`config.mk`:
```
export PLATFORM = sky130hd
export DESIGN_NAME = aging_accumulator_table
export DESIGN_NICKNAME = d
export VERILOG_FILES = /design/src/design/aat_pkg.sv /design/src/design/aat_ram.sv /design/src/design/aat_seq.sv /design/src/design/aat_dp.sv /design/src/design/aging_accumulator_table.sv
export SDC_FILE = /design/constraint.sdc
export NUM_CORES = 2
export LEC_CHECK = 0
export BUFFER_PORTS_ARGS = -buffer_cell sky130_fd_sc_hd__buf_4
export CELL_PAD_IN_SITES_DETAIL_PLACEMENT = 0
export CELL_PAD_IN_SITES_GLOBAL_PLACEMENT = 1
export CORE_ASPECT_RATIO = 0.7
export CORE_MARGIN = 2
export CORE_UTILIZATION = 45
export CTS_CLUSTER_SIZE = 40
export DETAILED_ROUTE_END_ITERATION = 7
export HOLD_SLACK_MARGIN = 0.06
export MAX_ROUTING_LAYER = met4
export PLACE_DENSITY_LB_ADDON = 0.12
export SYNTH_ARGS = -nofsm -noshare
export SYNTH_HDL_FRONTEND = slang
export SYNTH_SLANG_ARGS = --single-unit
```
`constraint.sdc`:
```
create_clock -name clk -period 7.75 [get_ports clk]
set_input_delay 0.3875 -clock clk [delete_from_list [all_inputs] [get_ports clk]]
set_output_delay 0.3875 -clock clk [all_outputs]
set_load 0.1 [all_outputs]
```
`src/design/aat_pkg.sv`:
```
// ----------------------------------------------------------------------------
// aat_pkg
// Shared types, codes and the control store of the aging accumulator table.
// ----------------------------------------------------------------------------
package aat_pkg;

    localparam int KEY_W     = 16;
    localparam int AMT_W     = 16;
    localparam int TIME_W    = 32;
    localparam int SUM_W     = 31;
    localparam int IDX_OUT_W = 4;
    localparam int ENTRY_W   = KEY_W + TIME_W + SUM_W;

    localparam logic [SUM_W-1:0]  SUM_MAX      = {SUM_W{1'b1}};
    localparam logic [TIME_W-1:0] EXPIRE_RESET = 32'd10000;

    // outcome codes
    localparam logic [1:0] OUTCOME_UPDATED  = 2'd0;
    localparam logic [1:0] OUTCOME_REPLACED = 2'd1;
    localparam logic [1:0] OUTCOME_FULL     = 2'd2;

    // register index of expire_ms
    localparam logic REG_EXPIRE = 1'b0;

    // microprogram steps
    typedef logic [1:0] step_t;
    localparam step_t STEP_IDLE = 2'd0;
    localparam step_t STEP_SCAN = 2'd1;
    localparam step_t STEP_WB   = 2'd2;

    // jump conditions
    typedef enum logic [1:0] {
        COND_IN_VALID  = 2'd0,
        COND_SCAN_DONE = 2'd1,
        COND_OUT_FREE  = 2'd2,
        COND_NEVER     = 2'd3
    } cond_t;

    // one control word: actions plus a conditional jump (else hold the step)
    typedef struct packed {
        logic  do_latch;
        logic  do_scan;
        logic  do_write;
        cond_t cond;
        step_t target;
    } ctrl_t;

    // datapath status seen by the sequencer
    typedef struct packed {
        logic in_valid;
        logic scan_done;
        logic out_free;
    } status_t;

    function automatic ctrl_t ucode_word(input step_t step);
        ctrl_t w;
        w = '{do_latch: 1'b1, do_scan: 1'b0, do_write: 1'b0,
              cond: COND_IN_VALID, target: STEP_SCAN};
        unique case (step)
            STEP_IDLE: w = '{do_latch: 1'b1, do_scan: 1'b0, do_write: 1'b0,
                             cond: COND_IN_VALID, target: STEP_SCAN};
            STEP_SCAN: w = '{do_latch: 1'b0, do_scan: 1'b1, do_write: 1'b0,
                             cond: COND_SCAN_DONE, target: STEP_WB};
            STEP_WB:   w = '{do_latch: 1'b0, do_scan: 1'b0, do_write: 1'b1,
                             cond: COND_OUT_FREE, target: STEP_IDLE};
            default:   w = '{do_latch: 1'b0, do_scan: 1'b0, do_write: 1'b0,
                             cond: COND_NEVER, target: STEP_IDLE};
        endcase
        return w;
    endfunction

endpackage

```
`src/design/aat_ram.sv`:
```
// ----------------------------------------------------------------------------
// aat_ram
// Generic one-write, one-read RAM with registered read data.
// ----------------------------------------------------------------------------
module aat_ram #(
    parameter int WIDTH = 8,
    parameter int DEPTH = 16,
    localparam int AW   = (DEPTH > 1) ? $clog2(DEPTH) : 1
) (
    input  logic             clk,
    input  logic             we,
    input  logic [AW-1:0]    waddr,
    input  logic [WIDTH-1:0] wdata,
    input  logic             re,
    input  logic [AW-1:0]    raddr,
    output logic [WIDTH-1:0] rdata
);

    logic [WIDTH-1:0] mem [DEPTH];
    logic [WIDTH-1:0] rdata_reg;

    always_ff @(posedge clk)
    begin
        if (we)
        begin
            mem[waddr] <= wdata;
        end
        if (re)
        begin
            rdata_reg <= mem[raddr];
        end
    end

    assign rdata = rdata_reg;

endmodule

```
`src/design/aat_seq.sv`:
```
// ----------------------------------------------------------------------------
// aat_seq
// Step counter and control store; conditional jump or hold each cycle.
// ----------------------------------------------------------------------------
module aat_seq (
    input  logic             clk,
    input  logic             rst_n,
    input  aat_pkg::status_t status,
    output aat_pkg::ctrl_t   ctrl,
    output logic             fire
);

    aat_pkg::step_t step_reg;
    aat_pkg::step_t step_next;

    assign ctrl = aat_pkg::ucode_word(step_reg);

    always_comb
    begin
        unique case (ctrl.cond)
            aat_pkg::COND_IN_VALID:  fire = status.in_valid;
            aat_pkg::COND_SCAN_DONE: fire = status.scan_done;
            aat_pkg::COND_OUT_FREE:  fire = status.out_free;
            aat_pkg::COND_NEVER:     fire = 1'b0;
        endcase
        step_next = fire ? ctrl.target : step_reg;
    end

    always_ff @(posedge clk or negedge rst_n)
    begin
        if (!rst_n)
        begin
            step_reg <= aat_pkg::STEP_IDLE;
        end
        else
        begin
            step_reg <= step_next;
        end
    end

endmodule

```
`src/design/aat_dp.sv`:
```
// ----------------------------------------------------------------------------
// aat_dp
// Slot store, scan compare, write-back and output register.
// ----------------------------------------------------------------------------
module aat_dp #(
    parameter int SLOTS = 16,
    localparam int IDX_W = (SLOTS > 1) ? $clog2(SLOTS) : 1
) (
    input  logic                              clk,
    input  logic                              rst_n,
    input  aat_pkg::ctrl_t                    ctrl,
    input  logic                              fire,
    output aat_pkg::status_t                  status,
    input  logic [aat_pkg::TIME_W-1:0]        expire_ms,
    input  logic                              in_valid,
    input  logic [aat_pkg::KEY_W-1:0]         entry_key,
    input  logic [aat_pkg::AMT_W-1:0]         amount,
    input  logic [aat_pkg::TIME_W-1:0]        now_ms,
    output logic                              out_valid,
    input  logic                              out_ready,
    output logic [aat_pkg::SUM_W-1:0]         total,
    output logic [1:0]                        outcome,
    output logic [aat_pkg::IDX_OUT_W-1:0]     slot_index
);

    localparam int KW = aat_pkg::KEY_W;
    localparam int TW = aat_pkg::TIME_W;
    localparam int SW = aat_pkg::SUM_W;
    localparam int EW = aat_pkg::ENTRY_W;
    localparam logic [IDX_W-1:0] LAST_IDX = IDX_W'(SLOTS - 1);

    // control registers
    logic [SLOTS-1:0] valid_reg, valid_next;
    logic [IDX_W-1:0] idx_reg, idx_next;
    logic             match_reg, match_next;
    logic             elig_reg, elig_next;
    logic             out_valid_reg, out_valid_next;

    // payload registers
    logic [KW-1:0]               key_reg, key_next;
    logic [aat_pkg::AMT_W-1:0]   amt_reg, amt_next;
    logic [TW-1:0]               now_reg, now_next;
    logic [IDX_W-1:0]            match_idx_reg, match_idx_next;
    logic [SW-1:0]               match_sum_reg, match_sum_next;
    logic [IDX_W-1:0]            best_idx_reg, best_idx_next;
    logic [TW-1:0]               best_time_reg, best_time_next;
    logic [SW-1:0]               total_reg, total_next;
    logic [1:0]                  outcome_reg, outcome_next;
    logic [aat_pkg::IDX_OUT_W-1:0] slot_index_reg, slot_index_next;

    // RAM
    logic             ram_we;
    logic [IDX_W-1:0] ram_waddr;
    logic [EW-1:0]    ram_wdata;
    logic             ram_re;
    logic [IDX_W-1:0] ram_raddr;
    logic [EW-1:0]    ram_rdata;

    // entry under test
    logic [KW-1:0] e_key;
    logic [TW-1:0] e_time;
    logic [SW-1:0] e_sum;
    logic [TW-1:0] e_age;
    logic [SW:0]   sum_wide;
    logic [SW-1:0] sum_sat;
    logic          hit;
    logic          eligible;
    logic          out_free;

    aat_ram #(
        .WIDTH (EW),
        .DEPTH (SLOTS)
    ) u_ram (
        .clk   (clk),
        .we    (ram_we),
        .waddr (ram_waddr),
        .wdata (ram_wdata),
        .re    (ram_re),
        .raddr (ram_raddr),
        .rdata (ram_rdata)
    );

    always_comb
    begin
        // a slot never written reads as cleared
        if (valid_reg[idx_reg])
        begin
            e_key  = ram_rdata[EW-1 -: KW];
            e_time = ram_rdata[SW +: TW];
            e_sum  = ram_rdata[SW-1:0];
        end
        else
        begin
            e_key  = '0;
            e_time = '0;
            e_sum  = '0;
        end
        e_age    = now_reg - e_time;
        hit      = (e_key == key_reg);
        eligible = (e_age >= expire_ms);
        sum_wide = {1'b0, e_sum} + (SW + 1)'(amt_reg);
        sum_sat  = sum_wide[SW] ? aat_pkg::SUM_MAX : sum_wide[SW-1:0];
        out_free = !out_valid_reg || out_ready;

        status.in_valid  = in_valid;
        status.scan_done = hit || (idx_reg == LAST_IDX);
        status.out_free  = out_free;
    end

    always_comb
    begin
        valid_next      = valid_reg;
        idx_next        = idx_reg;
        match_next      = match_reg;
        elig_next       = elig_reg;
        out_valid_next  = out_valid_reg && !out_ready;
        key_next        = key_reg;
        amt_next        = amt_reg;
        now_next        = now_reg;
        match_idx_next  = match_idx_reg;
        match_sum_next  = match_sum_reg;
        best_idx_next   = best_idx_reg;
        best_time_next  = best_time_reg;
        total_next      = total_reg;
        outcome_next    = outcome_reg;
        slot_index_next = slot_index_reg;
        ram_we          = 1'b0;
        ram_waddr       = best_idx_reg;
        ram_wdata       = {key_reg, now_reg, SW'(amt_reg)};
        ram_re          = 1'b0;
        ram_raddr       = '0;

        if (ctrl.do_latch && fire)
        begin
            key_next   = entry_key;
            amt_next   = amount;
            now_next   = now_ms;
            idx_next   = '0;
            match_next = 1'b0;
            elig_next  = 1'b0;
            ram_re     = 1'b1;
            ram_raddr  = '0;
        end

        if (ctrl.do_scan)
        begin
            // prefetch the next slot while this one is compared
            idx_next  = IDX_W'(idx_reg + IDX_W'(1));
            ram_re    = 1'b1;
            ram_raddr = IDX_W'(idx_reg + IDX_W'(1));
            if (hit)
            begin
                match_next     = 1'b1;
                match_idx_next = idx_reg;
                match_sum_next = sum_sat;
            end
            else if (eligible && (!elig_reg || (e_time < best_time_reg)))
            begin
                elig_next      = 1'b1;
                best_idx_next  = idx_reg;
                best_time_next = e_time;
            end
        end

        if (ctrl.do_write && fire)
        begin
            out_valid_next = 1'b1;
            priority if (match_reg)
            begin
                ram_we          = 1'b1;
                ram_waddr       = match_idx_reg;
                ram_wdata       = {key_reg, now_reg, match_sum_reg};
                valid_next[match_idx_reg] = 1'b1;
                total_next      = match_sum_reg;
                outcome_next    = aat_pkg::OUTCOME_UPDATED;
                slot_index_next = aat_pkg::IDX_OUT_W'(match_idx_reg);
            end
            else if (elig_reg)
            begin
                ram_we          = 1'b1;
                ram_waddr       = best_idx_reg;
                ram_wdata       = {key_reg, now_reg, SW'(amt_reg)};
                valid_next[best_idx_reg] = 1'b1;
                total_next      = SW'(amt_reg);
                outcome_next    = aat_pkg::OUTCOME_REPLACED;
                slot_index_next = aat_pkg::IDX_OUT_W'(best_idx_reg);
            end
            else
            begin
                total_next      = '0;
                outcome_next    = aat_pkg::OUTCOME_FULL;
                slot_index_next = '0;
            end
        end
    end

    always_ff @(posedge clk or negedge rst_n)
    begin
        if (!rst_n)
        begin
            valid_reg     <= '0;
            idx_reg       <= '0;
            match_reg     <= 1'b0;
            elig_reg      <= 1'b0;
            out_valid_reg <= 1'b0;
        end
        else
        begin
            valid_reg     <= valid_next;
            idx_reg       <= idx_next;
            match_reg     <= match_next;
            elig_reg      <= elig_next;
            out_valid_reg <= out_valid_next;
        end
    end

    always_ff @(posedge clk)
    begin
        key_reg        <= key_next;
        amt_reg        <= amt_next;
        now_reg        <= now_next;
        match_idx_reg  <= match_idx_next;
        match_sum_reg  <= match_sum_next;
        best_idx_reg   <= best_idx_next;
        best_time_reg  <= best_time_next;
        total_reg      <= total_next;
        outcome_reg    <= outcome_next;
        slot_index_reg <= slot_index_next;
    end

    assign out_valid  = out_valid_reg;
    assign total      = total_reg;
    assign outcome    = outcome_reg;
    assign slot_index = slot_index_reg;

endmodule

```
`src/design/aging_accumulator_table.sv`:
```
// ----------------------------------------------------------------------------
// aging_accumulator_table
// Keyed running-sum table with age-based slot replacement.
// ----------------------------------------------------------------------------
//
//  channel   direction  handshake            word
//  --------  ---------  -------------------  ---------------------------------
//  input     in         in_valid / in_ready  entry_key, amount, now_ms
//  result    out        out_valid/out_ready  total, outcome, slot_index
//  config    in         APB, pready = 1      expire_ms at byte address 0
//
//  Steps: an accept step, then a scan of the slots in order (stops at the
//  first key hit, at most SLOTS slots), then a write-back step; the scan
//  walks the single RAM read port; no new word is taken until write-back.
//  Reset: slot table reads as cleared through per-slot valid flops, no sweep;
//  expire_ms returns to 10000.
//  Stalls: the result sits in an output register; a new word is taken while
//  it waits, and write-back holds only if the previous result is still there.
//
module aging_accumulator_table #(
    parameter int SLOTS = 16
) (
    input  logic                          clk,
    input  logic                          rst_n,
    // input word
    input  logic                          in_valid,
    output logic                          in_ready,
    input  logic [aat_pkg::KEY_W-1:0]     entry_key,
    input  logic [aat_pkg::AMT_W-1:0]     amount,
    input  logic [aat_pkg::TIME_W-1:0]    now_ms,
    // result word
    output logic                          out_valid,
    input  logic                          out_ready,
    output logic [aat_pkg::SUM_W-1:0]     total,
    output logic [1:0]                    outcome,
    output logic [aat_pkg::IDX_OUT_W-1:0] slot_index,
    // configuration
    input  logic                          psel,
    input  logic                          penable,
    input  logic                          pwrite,
    input  logic [2:0]                    paddr,
    input  logic [31:0]                   pwdata,
    output logic [31:0]                   prdata,
    output logic                          pready
);

    aat_pkg::ctrl_t   ctrl;
    aat_pkg::status_t status;
    logic             fire;

    logic [aat_pkg::TIME_W-1:0] expire_reg;
    logic [aat_pkg::TIME_W-1:0] expire_next;
    logic                       cfg_write;

    // ---- configuration register ------------------------------------------
    // paddr[2] is the register index; only index 0 exists.
    assign pready    = 1'b1;
    assign cfg_write = psel && penable && pwrite && pready;

    always_comb
    begin
        expire_next = expire_reg;
        if (cfg_write && (paddr[2] == aat_pkg::REG_EXPIRE))
        begin
            expire_next = pwdata;
        end
        prdata = (paddr[2] == aat_pkg::REG_EXPIRE) ? expire_reg : '0;
    end

    always_ff @(posedge clk or negedge rst_n)
    begin
        if (!rst_n)
        begin
            expire_reg <= aat_pkg::EXPIRE_RESET;
        end
        else
        begin
            expire_reg <= expire_next;
        end
    end

    // ---- sequencer ---------------------------------------------------------
    // ready only in the accept step of the microprogram
    assign in_ready = ctrl.do_latch;

    aat_seq u_seq (
        .clk    (clk),
        .rst_n  (rst_n),
        .status (status),
        .ctrl   (ctrl),
        .fire   (fire)
    );

    // ---- datapath ----------------------------------------------------------
    aat_dp #(
        .SLOTS (SLOTS)
    ) u_dp (
        .clk        (clk),
        .rst_n      (rst_n),
        .ctrl       (ctrl),
        .fire       (fire),
        .status     (status),
        .expire_ms  (expire_reg),
        .in_valid   (in_valid),
        .entry_key  (entry_key),
        .amount     (amount),
        .now_ms     (now_ms),
        .out_valid  (out_valid),
        .out_ready  (out_ready),
        .total      (total),
        .outcome    (outcome),
        .slot_index (slot_index)
    );

endmodule

```
Yosys cells after proc, flatten, opt, wreduce, memory -nomap -nowiden
Memory sizes are Yosys's and may differ from the RTL's. A register that Yosys moved wholly into a read port is not among the register bits.
Index checks and enable logic that the tools add are counted.

operators by class
  eq/ne operators = 7
  $add $sub $neg = 3
  div/mod/pow operators = 0
  reduce and logical (&&, ||, !) cells = 22
  shift operators = 0
  bitwise logic cells = 4
  multiplexer cells = 41
  order comparisons = 7
  multiply operators = 0

operators by type and width
  operator             number
  $mux 31              4
  $mux 16              4
  $mux 32              2
  $add 31x16->32       1
  $ge 32x32->1         1
  $lt 32x32->1         1
  $or 16x16->16        2
  $sub 32x32->32       1
  $mux 4               7
  $pmux 7 s3           1
  $mux 1               18
  $eq 16x16->1         1
  $lt 4x5->1 const B   3
  $logic_and 1x1->1    9
  $demux 1 s4          2
  $ge 4x1->1 const B   2
  $eq 2x2->1 const B   3
  $add 4x1->4 const B  1
  $bmux 1 s4           1
  $eq 2x1->1 const B   2
  $eq 4x4->1 const B   1
  $logic_not 2->1      2
  $pmux 1 s4           1
  $reduce_and 2->1     2
  other kinds (6)      12

storage, ports and cells
  flip-flop bits (word level) = 229
  output and inout bits = 72
  RAM bits = 1,264
  latch bits = 0
  bits in read-only memories = 0
  logic and storage cells = 102
  memories = 1
  bits of input ports = 106

memory list
  memory          depth  bits a word  read ports  clocked after Yosys merged registers in  write ports  RTL line       RTL
  u_dp.u_ram.mem  16     79           1           1                                        1            aat_ram.sv:19  logic [WIDTH-1:0] mem [DEPTH];

Depth between registers and ports, before layout
  depth in word-level cells = 11
  depth in mapped cells = 27
  gate-level depth less buffers = 23

Hierarchy
From an unflattened synthesis, not the netlist that was laid out.

unflattened totals
  cell total of the unflattened synthesis = 3,353
  area, all modules = 63,751.1 um^2

modules (own cells, without submodules)
  module                   cells an instance  seq. area each (um^2)  times used  area each (um^2)
  aat_ram                  2,028              40,328.7               1           49,673.9
  aat_dp                   1,200              5,740.5                1           12,350.6
  aging_accumulator_table  105                807.0                  1           1,560.2
  aat_seq                  20                 50.0                   1           166.4

Least setup slack after synthesis
No wires, ideal clock.

  kind = register -> register
  start point = register u_dp.idx_reg[0]
  end point = register u_dp.best_idx_reg[0] (enable)
  required time = 7.325 ns
  period minus slack after synthesis = 6.747 ns
  arrival = 6.322 ns
  stages on the path, launching flop included = 25
  setup slack = 1.003 ns
  buffers on the path = 4
  setup time = 0.425 ns
  path through = dfrtp_1 -> buf_6 -> mux4_2 -> mux4_2 -> buf_6 -> clkbuf_1 -> clkbuf_1 -> nand2_1 -> ha_1 -> o21ai_0 -> a21oi_1 -> a21oi_1 -> o21ai_0 -> a21o_1 -> a21oi_1 -> o21ai_0 -> xor2_1 -> ha_1 -> a21o_1 -> a211oi_1 -> o21ai_0 -> o211ai_1 -> o311ai_0 -> a211oi_1 -> nor3_2

on the way
  word-level cells in the longest chain between the ends = 7
  elaborated cells between the ends (all ways) = 12
  those cells by class = add/sub (1); order compare (2); eq/ne (1); mux (4); bitwise (1); reduce/logical (3)

ends and longest elaborated chain
  element                                           RTL line                      RTL
  start, declared                                   aat_dp.sv:34                  logic [IDX_W-1:0] idx_reg, idx_next;
  start signal, assigned                            aat_dp.sv:210                 idx_reg <= idx_next;
  $bmux 1 s4 *                                      aat_dp.sv:86                  if (valid_reg[idx_reg])
  $mux 1 (not written as such) *                    aat_dp.sv:86
  $mux 32                                           aat_dp.sv:86
  $sub 32x32->32 or $lt 32x32->1 (tied branches)    aat_dp.sv:98, aat_dp.sv:157
  $ge 32x32->1 or $logic_or 1x1->1 (tied branches)  aat_dp.sv:100, aat_dp.sv:157
  $logic_and 1x1->1                                 aat_dp.sv:157                 else if (eligible && (!elig_reg || (e_time < best_time_reg)))
  $reduce_and 3->1 (no source line) *               -
  end signal, assigned                              aat_dp.sv:224                 best_idx_reg <= best_idx_next;
  end, declared                                     aat_dp.sv:45                  logic [IDX_W-1:0] best_idx_reg, best_idx_next;

Every way passes the cells marked *; elsewhere a longest branch is shown, timed or not. The select of a mux whose other input is x is not followed.
A chain may end at the register's enable or synchronous reset.

Final worst setup path
  start point = register u_dp.idx_reg[0]
  end point = register u_dp.best_time_reg[10] (enable)

on the way
  word-level cells in the longest chain between the ends = 7
  elaborated cells between the ends (all ways) = 12
  those cells by class = add/sub (1); order compare (2); eq/ne (1); mux (4); bitwise (1); reduce/logical (3)

ends and longest elaborated chain
  element                                           RTL line                      RTL
  $bmux 1 s4 *                                      aat_dp.sv:86
  $mux 1 (not written as such) *                    aat_dp.sv:86
  $mux 32 *                                         aat_dp.sv:86
  named net u_dp.e_time[0]                          aat_dp.sv:61                  logic [TW-1:0] e_time;
  $sub 32x32->32 or $lt 32x32->1 (tied branches)    aat_dp.sv:98, aat_dp.sv:157
  $ge 32x32->1 or $logic_or 1x1->1 (tied branches)  aat_dp.sv:100, aat_dp.sv:157
  $logic_and 1x1->1 *                               aat_dp.sv:157
  $reduce_and 3->1 (no source line) *               -
  end signal, assigned                              aat_dp.sv:225                 best_time_reg <= best_time_next;
  end, declared                                     aat_dp.sv:46                  logic [TW-1:0] best_time_reg, best_time_next;

Mark *: on every way through the listed nets, which the timed path passes. The rest lies on a longest branch. The select of a mux whose other input is x is not followed.

==> impl_metrics.json <==
{
  "status": "finished, final reports clean",
  "ys_top_cells_by_count": "1515 x edfxtp_1, 781 x nand2_1, 410 x a211oi_1",
  "std_cell_rows": 116,
  "htreeDepth": 4,
  "hold_violations": 0,
  "wl_per_cell_um": 23.6,
  "final_antenna_net_count": 0,
  "placement.io_buffers": 174,
  "cp-start-kind": "register",
  "cts_tree": "done",
  "ys_ff_latch": 1572,
  "period_needed_ns": 7.15,
  "grt_max_degree": 211,
  "use_met2_pct": 34.1,
  "skew_ns": 0.0245,
  "p_leak_uw": 0.0256,
  "period_share_pct": 92.3,
  "slowest_delay_ns": 0.91,
  "finalSetupViolCount": 0,
  "hold_slack_ns": 0.212,
  "dieArea_um2": 148000,
  "routed_wl_um": 163000,
  "rr_worst_depth": 19,
  "ys_types": 66,
  "use_met3_pct": 2.52,
  "synth_cells": 4688,
  "grt_pass1_vias": 37400,
  "synth_top_cell_by_area": "edfxtp_1",
  "cp.depth": 19,
  "grt_usage_pct": 22.7,
  "fmax_ghz": 0.140,
  "synth_nets": 4908,
  "fillers": 12000,
  "drive_gt1_share_pct": 11.0,
  "place_hpwl_um": 84400,
  "grt_first_pass_wirelength_um": 243000,
  "clock_sinks": 1572,
  "ir_worst_vdd_mv": 0.725,
  "die_h_um": 322,
  "insertion_delay_ns": 0.80,
  "antenna_found_initial": 0,
  "finalSetupTns_ns": 0,
  "tightest_slew_ns": 1.29,
  "drt_iter0_drc": 3271,
  "clock_path_buffers": 3,
  "vias": 38800,
  "largest_reg_flops": 1264,
  "postCtsResizedCells": 0,
  "min_path_type": "in -> async",
  "syn_area_per_cell_um2": 13.9,
  "power_density_nw_per_um2": 414,
  "gp_congestion": 0.802,
  "core_area_um2": 143000,
  "synth_enable_flop_cells": 1515,
  "grt_util_met1_pct": 33.2,
  "grt_setup_unrepaired": "false",
  "drtPass1Iterations": 5,
  "yosysWarnings": 0,
  "die_w_um": 458,
  "root_buffer": "clkbuf_16",
  "overflow": 0,
  "path_cells": "mux4_2 -> mux4_4 -> and2_4 -> ha_1 -> inv_1 -> fa_1 -> a21oi_1 -> o221ai_1 -> a21oi_1 -> o21ai_0 -> xor2_1 -> ha_1 -> nand4_1 -> a2111oi_0 -> a21oi_1 -> o311ai_0 -> a211oi_1 -> nor3_4 -> buf_12",
  "required_ns": 8.22,
  "synth_top_area_share_pct": 69.9,
  "seq_area_um2": 46900,
  "cts_buffers": 157,
  "dpl.cell_count": 6532,
  "slew_viol_final": 0,
  "cp_slowest_cell": "mux4_4",
  "clk_pin_slew_ns": 0.06,
  "seq_area_frac_synth_pct": 72.1,
  "worst-path-buf-inv": 2,
  "route.detailed.drc": 0,
  "cpMostUsedCell": "a21oi_1",
  "synth_area_leaders": "edfxtp_1 70%, a211oi_1 4.7%, nand2_1 4.5%, nor2b_1 3.2%, ha_1 2.2%",
  "busiest_layer": "met2",
  "synth-main-ff-cell": "edfxtp_1",
  "multi_input_area_um2": 16700,
  "areaGrowthSynthToFinish_pct": 14.4,
  "path_delay_family": "compound AO/OA/AOI/OAI gates",
  "slew_headroom_pct": 13.9,
  "viasPerCell": 5.61,
  "critPathCaptureType": "register",
  "io_pins": 178,
  "start_util_pct": 45.4,
  "final_cells": 6918,
  "cap_violations": 0,
  "synthMostInstantiatedCell": "edfxtp_1",
  "crit_fanout": 37,
  "arrival_ns": 7.61,
  "path_class": "reg -> reg",
  "synth_area_um2": 65100,
  "nets": 5122,
  "synthArstFlopShare_pct": 3.63
}
cell type report:
cell class | instances | share of cell area (%)
clock buffer | 209 | 5.73
clock inverter | 77 | 0.861
multi-input combinational | 2700 | 22.5
tap | 1888 | 3.17
antenna | 1 | 0.00336
inverter | 118 | 0.602
sequential | 1572 | 63.1
timing repair buffer | 353 | 4.08
power by group:
part	internal, uW	total [uW]	switching (uW)
logic	3980	12600	8590
registers	10500	10900	420
clock network	4110	7340	3220
path summary, 6_finish.rpt:
| kind | from | end | slack (ns) |
|---|---|---|---|
| setup / recovery | u_dp.idx_reg[0] | u_dp.best_time_reg[10] | 0.60 |
| hold / removal | rst_n | expire_reg[5] | 0.21 |
| setup reg to reg | u_dp.idx_reg[0] | u_dp.best_time_reg[10] | 0.60 |
| hold reg to reg | u_dp.valid_reg[13] | u_dp.valid_reg[13] | 0.46 |
| max in group asynchronous | rst_n | u_dp.idx_reg[0] | 6.84 |
| min in group clk | entry_key[5] | u_dp.key_reg[5] | 0.30 |
placed cells by master (no fill, tap or decap), drive strengths merged, types with 18 or more instances in the layout:
cell / synthesis / layout
inv: 118 / 122
a21oi: 221 / 221
nand2: 781 / 781
nand3: 25 / 25
a311oi: 158 / 158
nand4: 19 / 19
and3: 22 / 22
clkbuf: 277 / 209
a211oi: 410 / 410
a21o: 36 / 36
nor2b: 330 / 330
xnor2: 44 / 44
o21ai: 65 / 65
xor2: 18 / 18
dlygate4sd3: 0 / 99
dfrtp: 52 / 52
nor2: 91 / 91
clkinv: 0 / 64
and2: 35 / 35
a31oi: 166 / 166
edfxtp: 1515 / 1515
buf: 21 / 254
mux2: 32 / 32
ha: 112 / 112
metrics by stage:
step / power [uW] / util (%) / area (um2) / setup WS [ns]
6_report: 30800 / 51.9 / 74400 / 0.600
2_1_floorplan: 19800 / - / 65100 / 1.00
5_1_grt: 32700 / 51.9 / 74400 / 0.229
3_3_place_gp: 23600 / 47.8 / 68500 / 0.781
4_1_cts: 31100 / 51.9 / 74400 / 0.656
3_5_place_dp: 23700 / 47.8 / 68500 / 0.693
cells by family (layout without fill, tap and decap cells):
group,count (synthesis),count (layout),share of synthesized area [%]
buffers and inverters,416,757,2.43
AO/OA/AOI/OAI,1116,1116,11.8
XOR/XNOR,62,62,0.835
other,1,2,0.00576
adder cells (fa/ha/maj),114,114,2.22
multiplexers,38,38,0.742
flip-flops,1572,1572,72.1
AND/OR/NAND/NOR,1369,1369,9.79
layer usage:
metal | share of wire [%] | routed length (um) | up-vias
li1 | - | - | 18300
met1 | 49 | 79500 | 19500
met2 | 45 | 74200 | 825
met3 | 4.2 | 6880 | 176
met4 | 1.6 | 2690 | 0
met5 | 0 | 0 | -
repair_timing:
item	in CTS	in global routing
setup buffers	0	0
hold buffers	99	0
hold endpoints to repair	153	0
(Power assumes the default switching activity.)
